--- config.mk ---
export PLATFORM = sky130hd
export DESIGN_NAME = sensor_range_alarm_escalator
export DESIGN_NICKNAME = d
export VERILOG_FILES = /design/src/rtl/sra_pkg.sv /design/src/rtl/sra_moist.sv /design/src/rtl/sra_alarm.sv /design/src/rtl/sensor_range_alarm_escalator.sv
export SDC_FILE = /design/constraint.sdc
export NUM_CORES = 1
export LEC_CHECK = 0
export ABC_AREA = 1
export BUFFER_PORTS_ARGS = -buffer_cell sky130_fd_sc_hd__buf_2
export CAP_MARGIN = 20
export CORE_AREA = 2 2 210 212
export DETAILED_ROUTE_END_ITERATION = 16
export DIE_AREA = 0 0 212 214
export GPL_ROUTABILITY_DRIVEN = 0
export PLACE_DENSITY = 0.69
export SETUP_SLACK_MARGIN = 0.15
export SLEW_MARGIN = 30
export SYNTH_ARGS = -nofsm -noshare
export SYNTH_HDL_FRONTEND = slang
export SYNTH_HIERARCHICAL = 1
export SYNTH_SLANG_ARGS = --single-unit
--- constraint.sdc ---
create_clock -name clk -period 5.6 [get_ports clk]
set_input_delay 0.28 -clock clk [delete_from_list [all_inputs] [get_ports clk]]
set_output_delay 0.28 -clock clk [all_outputs]
set_load 0.01 [all_outputs]
--- src/rtl/sra_pkg.sv ---
`timescale 1ns / 1ps
// Shared types and constants for the sensor range alarm escalator.
// No dependencies; used by every other file of the block.
package sra_pkg;

  typedef enum logic [2:0] {
    ST_IDLE,
    ST_MUL,
    ST_DIV,
    ST_EVAL,
    ST_DONE
  } state_t;

  typedef enum logic [1:0] {
    CH_TEMP,
    CH_HUM,
    CH_SOIL
  } chan_t;

  typedef enum logic [1:0] {
    LVL_NONE,
    LVL_LEVE,
    LVL_MEDIA,
    LVL_GRAVE
  } level_t;

  typedef struct packed {
    logic load;
    logic mul;
    logic step;
  } moist_ctl_t;

  typedef struct packed {
    logic  step;
    chan_t ch;
    logic  en;
  } alarm_ctl_t;

  localparam int NUM_CH    = 3;
  localparam int QW        = 10;
  localparam int DIV_STEPS = QW;
  localparam int CMP_W     = 12;
  localparam int FIELD_ADC = 12;

  localparam logic [QW-1:0] MOIST_FULL = 10'd1000;

  localparam int TICK_MS       = 5000;
  localparam int LEVE_SAMPLES  = 300000 / TICK_MS;
  localparam int MEDIA_SAMPLES = 1200000 / TICK_MS;
  localparam int GRAVE_SAMPLES = 3600000 / TICK_MS;

  localparam logic signed [10:0] TEMP_LOW  = -11'sd400;
  localparam logic signed [10:0] TEMP_HIGH = 11'sd800;
  localparam logic [10:0]        HUM_HIGH  = 11'd1000;

  localparam logic [2:0] REG_TEMP_MIN = 3'd0;
  localparam logic [2:0] REG_TEMP_MAX = 3'd1;
  localparam logic [2:0] REG_HUM_MIN  = 3'd2;
  localparam logic [2:0] REG_HUM_MAX  = 3'd3;
  localparam logic [2:0] REG_SOIL_MIN = 3'd4;
  localparam logic [2:0] REG_SOIL_MAX = 3'd5;
  localparam logic [2:0] REG_DRY_CAL  = 3'd6;
  localparam logic [2:0] REG_WET_CAL  = 3'd7;

  localparam logic signed [10:0] RST_TEMP_MIN = 11'sd100;
  localparam logic signed [10:0] RST_TEMP_MAX = 11'sd400;
  localparam logic [9:0]         RST_HUM_MIN  = 10'd300;
  localparam logic [9:0]         RST_HUM_MAX  = 10'd900;
  localparam logic [9:0]         RST_SOIL_MIN = 10'd200;
  localparam logic [9:0]         RST_SOIL_MAX = 10'd950;
  localparam logic [11:0]        RST_DRY_CAL  = 12'd4095;
  localparam logic [11:0]        RST_WET_CAL  = 12'd1500;

endpackage

--- src/rtl/sra_moist.sv ---
`timescale 1ns / 1ps
// Soil moisture unit: sign/clamp decode, one constant multiply and an
// iterative restoring divider, one quotient bit per step. Uses sra_pkg.
module sra_moist #(
  parameter int AW = 12
) (
  input  logic                     clk,
  input  sra_pkg::moist_ctl_t      ctl,
  input  logic [AW-1:0]            raw,
  input  logic [AW-1:0]            dry,
  input  logic [AW-1:0]            wet,
  output logic [sra_pkg::QW-1:0]   moist
);

  localparam int QW = sra_pkg::QW;
  localparam int PW = AW + QW;

  logic signed [AW:0] num;
  logic signed [AW:0] den;
  logic [AW:0]        num_mag;
  logic [AW:0]        den_mag;
  logic [AW-1:0]      abs_n;
  logic [AW-1:0]      abs_d;
  logic               zero_q;
  logic               full_q;
  logic [AW-1:0]      rem;
  logic [QW-1:0]      quo;
  logic [PW-1:0]      prod;
  logic [AW:0]        trial;
  logic [AW:0]        diff;
  logic               ge;

  assign num     = $signed({1'b0, dry}) - $signed({1'b0, raw});
  assign den     = $signed({1'b0, dry}) - $signed({1'b0, wet});
  assign num_mag = num[AW] ? (~num + 1'b1) : num;
  assign den_mag = den[AW] ? (~den + 1'b1) : den;

  assign prod  = {{QW{1'b0}}, abs_n} * PW'(sra_pkg::MOIST_FULL);
  assign trial = {rem, quo[QW-1]};
  assign ge    = trial >= {1'b0, abs_d};
  assign diff  = trial - {1'b0, abs_d};

  always_ff @(posedge clk) begin
    if (ctl.load) begin
      abs_n  <= num_mag[AW-1:0];
      abs_d  <= den_mag[AW-1:0];
      zero_q <= (den == '0) || (num == '0) || (num[AW] != den[AW]);
      full_q <= num_mag >= den_mag;
    end
    if (ctl.mul) begin
      rem <= prod[PW-1:QW];
      quo <= prod[QW-1:0];
    end else if (ctl.step) begin
      rem <= ge ? diff[AW-1:0] : trial[AW-1:0];
      quo <= {quo[QW-2:0], ge};
    end
  end

  assign moist = zero_q ? '0 : (full_q ? sra_pkg::MOIST_FULL : quo);

endmodule

--- src/rtl/sra_alarm.sv ---
`timescale 1ns / 1ps
// Alarm counter bank: one shared range compare and saturating increment,
// applied to one channel per step. Uses sra_pkg.
module sra_alarm #(
  parameter int CW = 16
) (
  input  logic                                    clk,
  input  logic                                    rst,
  input  sra_pkg::alarm_ctl_t                     ctl,
  input  logic signed [sra_pkg::CMP_W-1:0]        val,
  input  logic signed [sra_pkg::CMP_W-1:0]        lo,
  input  logic signed [sra_pkg::CMP_W-1:0]        hi,
  output logic [sra_pkg::NUM_CH-1:0][15:0]        counts,
  output logic [sra_pkg::NUM_CH-1:0][1:0]         levels
);

  localparam int NCH = sra_pkg::NUM_CH;

  logic [CW-1:0]     cnt [NCH];
  sra_pkg::level_t   lvl [NCH];
  logic [CW-1:0]     cur;
  logic [CW-1:0]     cnt_next;
  logic              in_range;
  sra_pkg::level_t   lvl_next;
  logic [CW+15:0]    ext [NCH];

  always_comb begin
    cur = '0;
    for (int i = 0; i < NCH; i++) begin
      if (ctl.ch == sra_pkg::chan_t'(i)) cur = cnt[i];
    end
  end

  assign in_range = (val >= lo) && (val <= hi);

  always_comb begin
    if (in_range) cnt_next = '0;
    else if (&cur) cnt_next = cur;
    else cnt_next = cur + 1'b1;
  end

  always_comb begin
    if (cnt_next >= CW'(sra_pkg::GRAVE_SAMPLES)) lvl_next = sra_pkg::LVL_GRAVE;
    else if (cnt_next >= CW'(sra_pkg::MEDIA_SAMPLES)) lvl_next = sra_pkg::LVL_MEDIA;
    else if (cnt_next >= CW'(sra_pkg::LEVE_SAMPLES)) lvl_next = sra_pkg::LVL_LEVE;
    else lvl_next = sra_pkg::LVL_NONE;
  end

  always_ff @(posedge clk) begin
    if (rst) begin
      for (int i = 0; i < NCH; i++) begin
        cnt[i] <= '0;
        lvl[i] <= sra_pkg::LVL_NONE;
      end
    end else if (ctl.step) begin
      for (int i = 0; i < NCH; i++) begin
        if (ctl.ch == sra_pkg::chan_t'(i)) begin
          if (ctl.en) begin
            cnt[i] <= cnt_next;
            lvl[i] <= lvl_next;
          end else begin
            lvl[i] <= sra_pkg::LVL_NONE;
          end
        end
      end
    end
  end

  always_comb begin
    for (int i = 0; i < NCH; i++) begin
      ext[i]    = {16'b0, cnt[i]};
      counts[i] = ext[i][15:0];
      levels[i] = lvl[i];
    end
  end

  a_temp_lvl: assert property (@(posedge clk) disable iff (rst)
    (lvl[0] != sra_pkg::LVL_NONE) |-> (cnt[0] >= CW'(sra_pkg::LEVE_SAMPLES)))
    else $error("temperature level set below threshold");

  a_hum_lvl: assert property (@(posedge clk) disable iff (rst)
    (lvl[1] != sra_pkg::LVL_NONE) |-> (cnt[1] >= CW'(sra_pkg::LEVE_SAMPLES)))
    else $error("humidity level set below threshold");

  a_soil_grave: assert property (@(posedge clk) disable iff (rst)
    (lvl[2] == sra_pkg::LVL_GRAVE) |-> (cnt[2] >= CW'(sra_pkg::GRAVE_SAMPLES)))
    else $error("soil grave level below threshold");

endmodule

--- src/rtl/sensor_range_alarm_escalator.sv ---
`timescale 1ns / 1ps
// Top level of the sensor range alarm escalator: configuration registers,
// held sensor pair, sequencer and output register. Uses sra_pkg, sra_moist,
// sra_alarm.
//
// Usage: one sensor sample enters on the s_ stream, one result leaves on the
// m_ stream for every sample. Limits and soil calibration are written on the
// cfg port (index 0..7: temp_min, temp_max, hum_min, hum_max, soil_min,
// soil_max, soil_dry_cal, soil_wet_cal); cfg_ready is always high.
// Sequence: after acceptance the sequencer performs the constant multiply,
// then runs the divider (one quotient bit per step), then the shared
// compare/counter unit over the temperature, humidity and soil channels
// in turn, and finally loads the output register.
// s_tready is high only while the sequencer is idle.
// Reset: limits and calibration return to their defaults, held values and
// counters clear, no result is pending.
// Stall: a result waits in the output register; the next item is fully
// processed and then holds in its last step until the register frees.
module sensor_range_alarm_escalator #(
  parameter int ADC_BITS    = 12,
  parameter int COUNT_WIDTH = 16
) (
  input  logic        clk,
  input  logic        rst,
  input  logic        s_tvalid,
  output logic        s_tready,
  input  logic [39:0] s_tdata,   // temp_tenths[10:0], hum_tenths[21:11], soil_raw[33:22], 0
  input  logic [1:0]  s_tuser,   // dht_ok[0], alerts_enabled[1]
  output logic        m_tvalid,
  input  logic        m_tready,
  output logic [87:0] m_tdata,   // held_temp, held_hum, moisture_tenths, temp_level,
                                 // hum_level, soil_level, temp_count, hum_count,
                                 // soil_count, 0 pad
  output logic [0:0]  m_tuser,   // dht_rejected[0]
  input  logic        cfg_valid,
  output logic        cfg_ready,
  input  logic [2:0]  cfg_index,
  input  logic [11:0] cfg_data
);

  localparam int AW = (ADC_BITS < sra_pkg::FIELD_ADC) ? ADC_BITS : sra_pkg::FIELD_ADC;
  localparam int NCH = sra_pkg::NUM_CH;

  logic signed [10:0] temp_min;
  logic signed [10:0] temp_max;
  logic [9:0]         hum_min;
  logic [9:0]         hum_max;
  logic [9:0]         soil_min;
  logic [9:0]         soil_max;
  logic [11:0]        dry_cal;
  logic [11:0]        wet_cal;

  logic signed [10:0] in_temp;
  logic [10:0]        in_hum;
  logic [11:0]        in_soil;
  logic               dht_accept;

  logic signed [10:0] held_temp;
  logic [9:0]         held_hum;
  logic               rejected;
  logic               en_q;

  sra_pkg::state_t     state;
  sra_pkg::state_t     state_next;
  logic [3:0]          step_cnt;
  sra_pkg::moist_ctl_t mctl;
  sra_pkg::alarm_ctl_t actl;
  logic                out_load;

  logic [sra_pkg::QW-1:0]              moist;
  logic signed [sra_pkg::CMP_W-1:0]    cmp_val;
  logic signed [sra_pkg::CMP_W-1:0]    cmp_lo;
  logic signed [sra_pkg::CMP_W-1:0]    cmp_hi;
  logic [NCH-1:0][15:0]                counts;
  logic [NCH-1:0][1:0]                 levels;

  assign cfg_ready = 1'b1;

  always_ff @(posedge clk) begin
    if (rst) begin
      temp_min <= sra_pkg::RST_TEMP_MIN;
      temp_max <= sra_pkg::RST_TEMP_MAX;
      hum_min  <= sra_pkg::RST_HUM_MIN;
      hum_max  <= sra_pkg::RST_HUM_MAX;
      soil_min <= sra_pkg::RST_SOIL_MIN;
      soil_max <= sra_pkg::RST_SOIL_MAX;
      dry_cal  <= sra_pkg::RST_DRY_CAL;
      wet_cal  <= sra_pkg::RST_WET_CAL;
    end else if (cfg_valid && cfg_ready) begin
      unique case (cfg_index)
        sra_pkg::REG_TEMP_MIN: temp_min <= cfg_data[10:0];
        sra_pkg::REG_TEMP_MAX: temp_max <= cfg_data[10:0];
        sra_pkg::REG_HUM_MIN:  hum_min  <= cfg_data[9:0];
        sra_pkg::REG_HUM_MAX:  hum_max  <= cfg_data[9:0];
        sra_pkg::REG_SOIL_MIN: soil_min <= cfg_data[9:0];
        sra_pkg::REG_SOIL_MAX: soil_max <= cfg_data[9:0];
        sra_pkg::REG_DRY_CAL:  dry_cal  <= cfg_data;
        sra_pkg::REG_WET_CAL:  wet_cal  <= cfg_data;
        default: ;
      endcase
    end
  end

  assign in_temp = s_tdata[10:0];
  assign in_hum  = s_tdata[21:11];
  assign in_soil = s_tdata[33:22];
  assign dht_accept = s_tuser[0] && (in_temp >= sra_pkg::TEMP_LOW) &&
                      (in_temp <= sra_pkg::TEMP_HIGH) && (in_hum <= sra_pkg::HUM_HIGH);

  always_ff @(posedge clk) begin
    if (rst) begin
      held_temp <= '0;
      held_hum  <= '0;
    end else if (s_tvalid && s_tready && dht_accept) begin
      held_temp <= in_temp;
      held_hum  <= in_hum[9:0];
    end
  end

  always_ff @(posedge clk) begin
    if (s_tvalid && s_tready) begin
      rejected <= !dht_accept;
      en_q     <= s_tuser[1];
    end
  end

  // sequencer
  always_ff @(posedge clk) begin
    if (rst) begin
      state    <= sra_pkg::ST_IDLE;
      step_cnt <= '0;
    end else begin
      state    <= state_next;
      step_cnt <= (state != state_next) ? '0 : step_cnt + 1'b1;
    end
  end

  always_comb begin
    state_next = state;
    unique case (state)
      sra_pkg::ST_IDLE: if (s_tvalid) state_next = sra_pkg::ST_MUL;
      sra_pkg::ST_MUL:  state_next = sra_pkg::ST_DIV;
      sra_pkg::ST_DIV: begin
        if (step_cnt == 4'(sra_pkg::DIV_STEPS - 1)) state_next = sra_pkg::ST_EVAL;
      end
      sra_pkg::ST_EVAL: begin
        if (step_cnt == 4'(NCH - 1)) state_next = sra_pkg::ST_DONE;
      end
      sra_pkg::ST_DONE: if (!m_tvalid || m_tready) state_next = sra_pkg::ST_IDLE;
      default: state_next = sra_pkg::ST_IDLE;
    endcase
  end

  always_comb begin
    s_tready  = 1'b0;
    mctl      = '0;
    actl.step = 1'b0;
    actl.ch   = sra_pkg::chan_t'(step_cnt[1:0]);
    actl.en   = en_q;
    out_load  = 1'b0;
    unique case (state)
      sra_pkg::ST_IDLE: begin
        s_tready  = 1'b1;
        mctl.load = s_tvalid;
      end
      sra_pkg::ST_MUL:  mctl.mul  = 1'b1;
      sra_pkg::ST_DIV:  mctl.step = 1'b1;
      sra_pkg::ST_EVAL: actl.step = 1'b1;
      sra_pkg::ST_DONE: out_load  = !m_tvalid || m_tready;
      default: ;
    endcase
  end

  sra_moist #(
    .AW(AW)
  ) u_moist (
    .clk  (clk),
    .ctl  (mctl),
    .raw  (in_soil[AW-1:0]),
    .dry  (dry_cal[AW-1:0]),
    .wet  (wet_cal[AW-1:0]),
    .moist(moist)
  );

  always_comb begin
    unique case (actl.ch)
      sra_pkg::CH_TEMP: begin
        cmp_val = sra_pkg::CMP_W'(held_temp);
        cmp_lo  = sra_pkg::CMP_W'(temp_min);
        cmp_hi  = sra_pkg::CMP_W'(temp_max);
      end
      sra_pkg::CH_HUM: begin
        cmp_val = $signed({2'b0, held_hum});
        cmp_lo  = $signed({2'b0, hum_min});
        cmp_hi  = $signed({2'b0, hum_max});
      end
      sra_pkg::CH_SOIL: begin
        cmp_val = $signed({2'b0, moist});
        cmp_lo  = $signed({2'b0, soil_min});
        cmp_hi  = $signed({2'b0, soil_max});
      end
      default: begin
        cmp_val = '0;
        cmp_lo  = '0;
        cmp_hi  = '0;
      end
    endcase
  end

  sra_alarm #(
    .CW(COUNT_WIDTH)
  ) u_alarm (
    .clk   (clk),
    .rst   (rst),
    .ctl   (actl),
    .val   (cmp_val),
    .lo    (cmp_lo),
    .hi    (cmp_hi),
    .counts(counts),
    .levels(levels)
  );

  always_ff @(posedge clk) begin
    if (rst) begin
      m_tvalid <= 1'b0;
    end else if (out_load) begin
      m_tvalid <= 1'b1;
    end else if (m_tready) begin
      m_tvalid <= 1'b0;
    end
  end

  always_ff @(posedge clk) begin
    if (out_load) begin
      m_tdata <= {3'b0, counts[2], counts[1], counts[0], levels[2], levels[1], levels[0],
                  moist, held_hum, held_temp};
      m_tuser <= rejected;
    end
  end

  a_moist_range: assert property (@(posedge clk) disable iff (rst)
    m_tvalid |-> (m_tdata[30:21] <= sra_pkg::MOIST_FULL))
    else $error("moisture above full scale");

  a_out_from_done: assert property (@(posedge clk) disable iff (rst)
    $rose(m_tvalid) |-> ($past(state) == sra_pkg::ST_DONE))
    else $error("result raised outside final step");

  a_out_hold: assert property (@(posedge clk) disable iff (rst)
    (m_tvalid && !m_tready) |=> (m_tvalid && $stable(m_tdata) && $stable(m_tuser)))
    else $error("result changed while stalled");

endmodule
==> summary.txt, run 1 <==
Gr usage total = 19.76%
DP Worst Slack = 1.178 ns
Syn Inst Count = 2427
Final WS setup = 1.147 ns
H-Tree Depth = 1
Number of warnings issued by yosys = 6
TNS Setup = 0 ns
WS Path Type = flip-flop to flip-flop
Reg2reg path depth = 18
Worst-path fanout max = 5
Synth top area share = 28.83%
Clock sinks = 305
Vias in the first global route = 15250
Final Hold Viols = 0
Final ANT Viol Nets = 0
Initial drt markers = 904
Final min period = 4.453 ns
Worst path cell trace = inv_1 > fa_1 > fa_1 > inv_1 > fa_1 > inv_1 > fa_1 > inv_1 > ha_1 > inv_1 > o21ai_0 > inv_1 > o21ai_0 > a21oi_1 > o21ai_0 > a21oi_1 > o21ai_0 > nand2_1
Most used flip-flop cell after synthesis = edfxtp_1
Clk pwr share = 22.7%
Switching Share = 40.59%
Final HPWL DP = 34.06 mm
Die area = 45370 µm²
Synth Area per Inst = 7.939 µm²
Largest net degree at the start of global routing = 108
CTS Buf Count = 30
Pwr dens = 396.7 nW/µm²
Clk_skew = 0.02138 ns
Yosys reg bits = 305
Yosys cell types = 53
Slew @ Worst Pin = 0.8813 ns
Share of power burned in registers = 31.0%
Register area share after synthesis = 41.30%
Die W = 212 µm
Antenna violations before repair = 0
Die extent in y = 214 µm
Worst path buffer plus inverter count = 6
Avg WL per Cell = 14.34 µm
Clk slew on worst S/H paths = 0.07 ns
Via count = 15580
Count leader, synth = nand2_1
Worst EP arrival = 4.79 ns
Area leader, netlist = edfxtp_1
Max Root-Sink Buffers = 3
# resized after CTS = 0
CP most frequent cell = inv_1
Pre-antenna DRT Iters = 5
Psw = 3.452 mW
Hold Path Class = input pin to flip-flop
Slowest cell on the critical path = fa_1
I/O pin count = 154
Final number of setup-violating endpoints = 0
Crit share post-route = 79.51%
Worst Hold End = held_hum[2]
Reg2reg start = u_moist/abs_n[5]
Row count = 76
Hold Slack = 0.03957 ns
Synth top area cells = edfxtp_1, nand2_1, dfxtp_1
Max Cap Viol = 0
Worst IR Drop VDD = 0.0003230 V
Final Max Tran Viols = 0
Rel. slew slack = 41.10%
Unrepaired setup endpoints after global routing = false
Inserted Diodes = 0
Status = completed
Hold Startpoint = s_tdata[13]
LEAKAGE = 10.46 nW
Total Nets Final = 2776
Initial Utilization = 44.93%
# DRC = 0
Worst reg2reg setup slack = 1.15 ns
Area growth syn-to-layout = 11.29%
Via/cell ratio = 4.939
Total gr overflow = 0
First-pass GRT wire length = 73.44 mm
Share of cells above drive strength 1 = 13.27%
Synth cell count leaders = nand2_1, inv_1, nor2_1
Hold depth = 5
Crit start category = flip-flop
Clk_lat worst skew = 0.58 ns
Worst Setup End Kind = flip-flop
Post-Syn Area = 19270 µm²
Max incr delay on CP = 0.51 ns
R2r endpoint = u_moist/rem[8]
Core area = 42890 µm²
Combinational Power Share = 46.2%
CTS tree = built
Clk root buf = clkbuf_16
Worst Path Required = 5.94 ns
Internal power = 5.053 mW
FFs w/ async S/R, synth = 0%
Fmax = 224.6 MHz
Total routed wirelength = 45.24 mm
Post-synth EDFFs = 185
Number of buffers added on ports = 143
Worst path top cell family by delay = adder cells
[worst max path at each step]
stage,startpoint,to,slack (ns),cells after the start
after floorplan,state[0],m_tdata[0],0.92,3
after global placement,u_moist/abs_n[6],u_moist/rem[8],1.19,18
after detailed placement,u_moist/abs_n[5],u_moist/rem[8],1.18,18
after CTS,u_moist/abs_n[5],u_moist/rem[8],1.20,18
after global routing,u_moist/abs_n[5],u_moist/rem[8],0.81,18
final,u_moist/abs_n[5],u_moist/rem[8],1.15,18
[final cells by class]
| type | count | area, µm² |
|---|---|---|
| sequential | 305 | 7958 |
| clock inverter | 18 | 165.2 |
| tap | 585 | 732.0 |
| fill | 4109 | 21440 |
| clock buffer | 35 | 769.5 |
| inverter | 438 | 1652 |
| timing repair buffer | 160 | 874.6 |
| multi-input combinational | 1613 | 9293 |
[kinds of logic after synthesis]
kind of cell,after synthesis,share of synthesized area (%)
flops,305,41.30
other cells,2,0.03898
xor+xnor,34,1.545
fa+ha+maj,166,12.38
buf+inv,511,10.63
simple gates,1211,28.37
compound gates,198,5.740
[power by group through the flow]
stage / clock network (mW) / logic (mW) / registers [mW]
final: 1.93 / 3.93 / 2.64
after global routing: 2.06 / 4.53 / 2.66
after CTS: 1.98 / 3.88 / 2.64
after detailed placement: 0 / 3.85 / 2.69
after floorplan: 0 / 3.07 / 2.66
after global placement: 0 / 3.75 / 2.68
[cell usage in the layout, fill, tap and decap left out, types with 5 or more instances in the layout]
| cell type | instances |
|---|---|
| nand4_1 | 39 |
| clkbuf_16 | 30 |
| nand3_1 | 164 |
| clkbuf_1 | 5 |
| nand3_2 | 13 |
| xor2_1 | 26 |
| buf_4 | 12 |
| o21bai_1 | 8 |
| nand3b_1 | 16 |
| ha_1 | 125 |
| o21ai_0 | 79 |
| o21ai_1 | 9 |
| edfxtp_1 | 185 |
| o22ai_1 | 5 |
| a31oi_1 | 6 |
| nor2_2 | 28 |
| nand2_2 | 14 |
| xnor2_1 | 8 |
| a21oi_1 | 68 |
| a21oi_2 | 5 |
| nand2_4 | 24 |
| clkinv_1 | 9 |
| buf_2 | 143 |
| nor2_4 | 9 |
| inv_1 | 403 |
| nor3_1 | 20 |
| inv_2 | 27 |
| nand2_1 | 650 |
| nor2_1 | 220 |
| fa_1 | 41 |
| dfxtp_1 | 120 |
[flip-flops by register name, indices dropped and copies added (netlist names), 11 cells and up]
register       cells
u_alarm/cnt       48
m_tdata           85
wet_cal           12
u_moist/rem       12
temp_max          11
temp_min          11
held_temp         11
dry_cal           12
u_moist/abs_n     12
u_moist/abs_d     12
[worst min-delay path, delay by kind of cell]
kind	cells	cell delay (ns)
simple gates	3	0.18
buf+inv	2	0.11
[per-stage QoR]
stage / util (%) / instance area (µm²) / power, mW / instances
6_report: 50.00 / 21440 / 8.506 / 3154
5_1_grt: 50.00 / 21440 / 9.248 / 3154
4_1_cts: 49.93 / 21410 / 8.502 / 3153
3_5_place_dp: 47.68 / 20450 / 6.541 / 3097
3_3_place_gp: 47.68 / 20450 / 6.434 / 3097
2_1_floorplan: - / 19280 / 5.735 / 2429
[timing repair]
item	CTS	global route
buffers inserted	0	0
hold endpoints to repair	7	0
hold buffers	3	0
[metal layers]
layer	up-vias	GRT usage, %	wire [µm]	share of wire, %
li1	7919	-	-	-
met1	7208	24.69	19700	44
met5	-	0	0	0
met2	372	35.32	22290	49
met4	0	6.596	1452	3.2
met3	79	2.155	1797	4.0
Note: power is estimated with default switching activity, not from simulation.
==> run 2: changes to the inputs <==
- PLACE_DENSITY: 0.69 -> 0.72
- clock period: 5.6 -> 3.65 ns (I/O delays scaled with it)
==> run 2 against run 1 <==
Count of clock-buffer cells in the layout grew 4; routed wire length grew 7.2%; via count grew 5.4%; power grew 100%; the flow now finishes with violations (setup timing); hold slack lost 0.027 ns; sequential power grew 53%; sequential cell count is the same.
==> summary.txt, run 2 (same netlist as run 1, synthesis figures left out) <==
Most frequent cells in the layout = nand2_1, inv_1, nor2_1
Final min period = 3.964 ns
TNS Setup = -2.983 ns
Via/cell ratio = 5.032
Met2 wire length = 23.81 mm
Row count = 76
Largest net degree at the start of global routing = 87
Clk_lat worst skew = 0.55 ns
DP Worst Slack = -0.3213 ns
LEAKAGE = 11.11 nW
Worst path top cell family by delay = adder cells
Top flop regs = m_tdata (85), u_alarm/cnt (48)
First-pass GRT wire length = 76.99 mm
Gr usage total = 20.89%
Worst path buffer plus inverter count = 4
Initial Utilization = 44.93%
Final HPWL DP = 35.35 mm
Worst path cell trace = fa_1 > fa_1 > fa_1 > inv_2 > fa_1 > inv_2 > ha_4 > nand2_1 > inv_1 > buf_4 > nand2_1 > o21ai_2 > a21oi_1 > o21ai_1 > nand2_1
Inserted Diodes = 0
Slowest cell on the critical path = fa_1
Internal power = 10.26 mW
WS Path Type = flip-flop to flip-flop
Final number of setup-violating endpoints = 12
Worst EP arrival = 4.26 ns
Clk_skew = 0.01843 ns
Worst-path fanout max = 5
Fmax = 252.3 MHz
Max Cap Viol = 0
Util after Layout = 53.79%
Crit share post-route = 108.6%
Top Layer Used = met4
Worst Path Required = 3.94 ns
Top reg by flops = m_tdata
Hold Path Class = input pin to flip-flop
Worst IR Drop VDD = 0.0009584 V
Clk root buf = clkbuf_16
Via count = 16420
Max incr delay on CP = 0.59 ns
# fillers = 3871
Switching Share = 39.95%
Psw = 6.825 mW
Clk slew on worst S/H paths = 0.06 ns
Slew @ Worst Pin = 0.9147 ns
Combinational Power Share = 57.1%
Worst Setup End Kind = flip-flop
Max Root-Sink Buffers = 3
Hold Slack = 0.01304 ns
Met1 Wirelength = 20.28 mm
Final ANT Viol Nets = 0
Final Hold Viols = 0
Antenna violations before repair = 0
Total Nets Final = 2879
Die area = 45370 µm²
Total gr overflow = 0
Status = finished with violations
# DRC = 0
Area growth syn-to-layout = 19.72%
Vias in the first global route = 16050
Die extent in y = 214 µm
Avg WL per Cell = 14.87 µm
Commonest non-fill, non-tap cell in the layout = nand2_1
Rel. slew slack = 38.79%
Clock sinks = 305
Share of cells above drive strength 1 = 20.50%
H-Tree Depth = 2
Max reg flops = 85
Crit start category = flip-flop
Core area = 42890 µm²
Non-filler cells, final = 3263
Total routed wirelength = 48.52 mm
CTS tree = built
Pre-antenna DRT Iters = 7
Initial drt markers = 1361
Metal3 WL = 2.841 mm
Failing checks = setup timing
Placed cell count = 3145
Final WS setup = -0.3138 ns
CP most frequent cell = fa_1
Share of power burned in registers = 23.7%
Final Max Tran Viols = 0
Unrepaired setup endpoints after global routing = true
CTS Buf Count = 35
Die W = 212 µm
Clk pwr share = 19.2%
Pwr dens = 740.6 nW/µm²
I/O pin count = 154
Number of buffers added on ports = 143
run 2: timing repair:
item,in CTS,in global routing
setup buffers,17,16
hold buffers,17,0
resized for setup,23,99
hold endpoints to repair,20,0
pin swaps,18,42
endpoints found under the setup margin,17,20
cloned,0,4
run 2: path summary, 6_finish.rpt:
kind,start,cells past startpoint,end,slack [ns]
hold / removal,s_tdata[14],5,held_hum[3],0.01
setup reg to reg,u_moist/abs_n[6],15,u_moist/rem[8],-0.31
hold reg to reg,u_alarm/lvl[1][1],0,m_tdata[34],0.43
setup / recovery,u_moist/abs_n[6],15,u_moist/rem[8],-0.31
run 2: power by group through the flow:
| stage | Combinational, mW | Sequential (mW) | Clock [mW] |
|---|---|---|---|
| final | 9.75 | 4.05 | 3.29 |
| after CTS | 8.71 | 4.05 | 3.36 |
| after global routing | 10.8 | 4.07 | 3.49 |
| after floorplan | 5.55 | 4.08 | 0 |
| after detailed placement | 8.14 | 4.12 | 0 |
| after global placement | 7.92 | 4.11 | 0 |
run 2: worst register-to-register path: stages, from the launching register on:
cell and delay (ns):
edfxtp_1 0.50, fa_1 0.59, fa_1 0.44, fa_1 0.51
inv_2 0.04, fa_1 0.51, inv_2 0.05, ha_4 0.29
nand2_1 0.10, inv_1 0.12, buf_4 0.13, nand2_1 0.06
o21ai_2 0.14, a21oi_1 0.08, o21ai_1 0.10, nand2_1 0.06
run 2: routing by layer:
metal | global-route usage [%] | vias to the layer above
met5 | 0 | -
met4 | 7.207 | 0
met3 | 3.079 | 115
met2 | 37.08 | 521
met1 | 25.71 | 7668
li1 | - | 8115
run 2: area by class of cell:
class | count | area [µm²] | area share (%)
inverters | 438 | 1667 | 7.225
flip-flops and latches | 305 | 7961 | 34.51
clock buffers | 39 | 900.9 | 3.905
well taps | 585 | 732.0 | 3.173
clock inverters | 25 | 170.2 | 0.7376
repair buffers | 258 | 1813 | 7.859
multi-input cells | 1613 | 9824 | 42.59
run 2: stage by stage:
step / area [µm²] / total power, mW
after floorplan: 19420 / 9.634
after global placement: 21030 / 12.03
after detailed placement: 21030 / 12.26
after CTS: 22480 / 16.11
after global routing: 23070 / 18.38
final: 23070 / 17.08
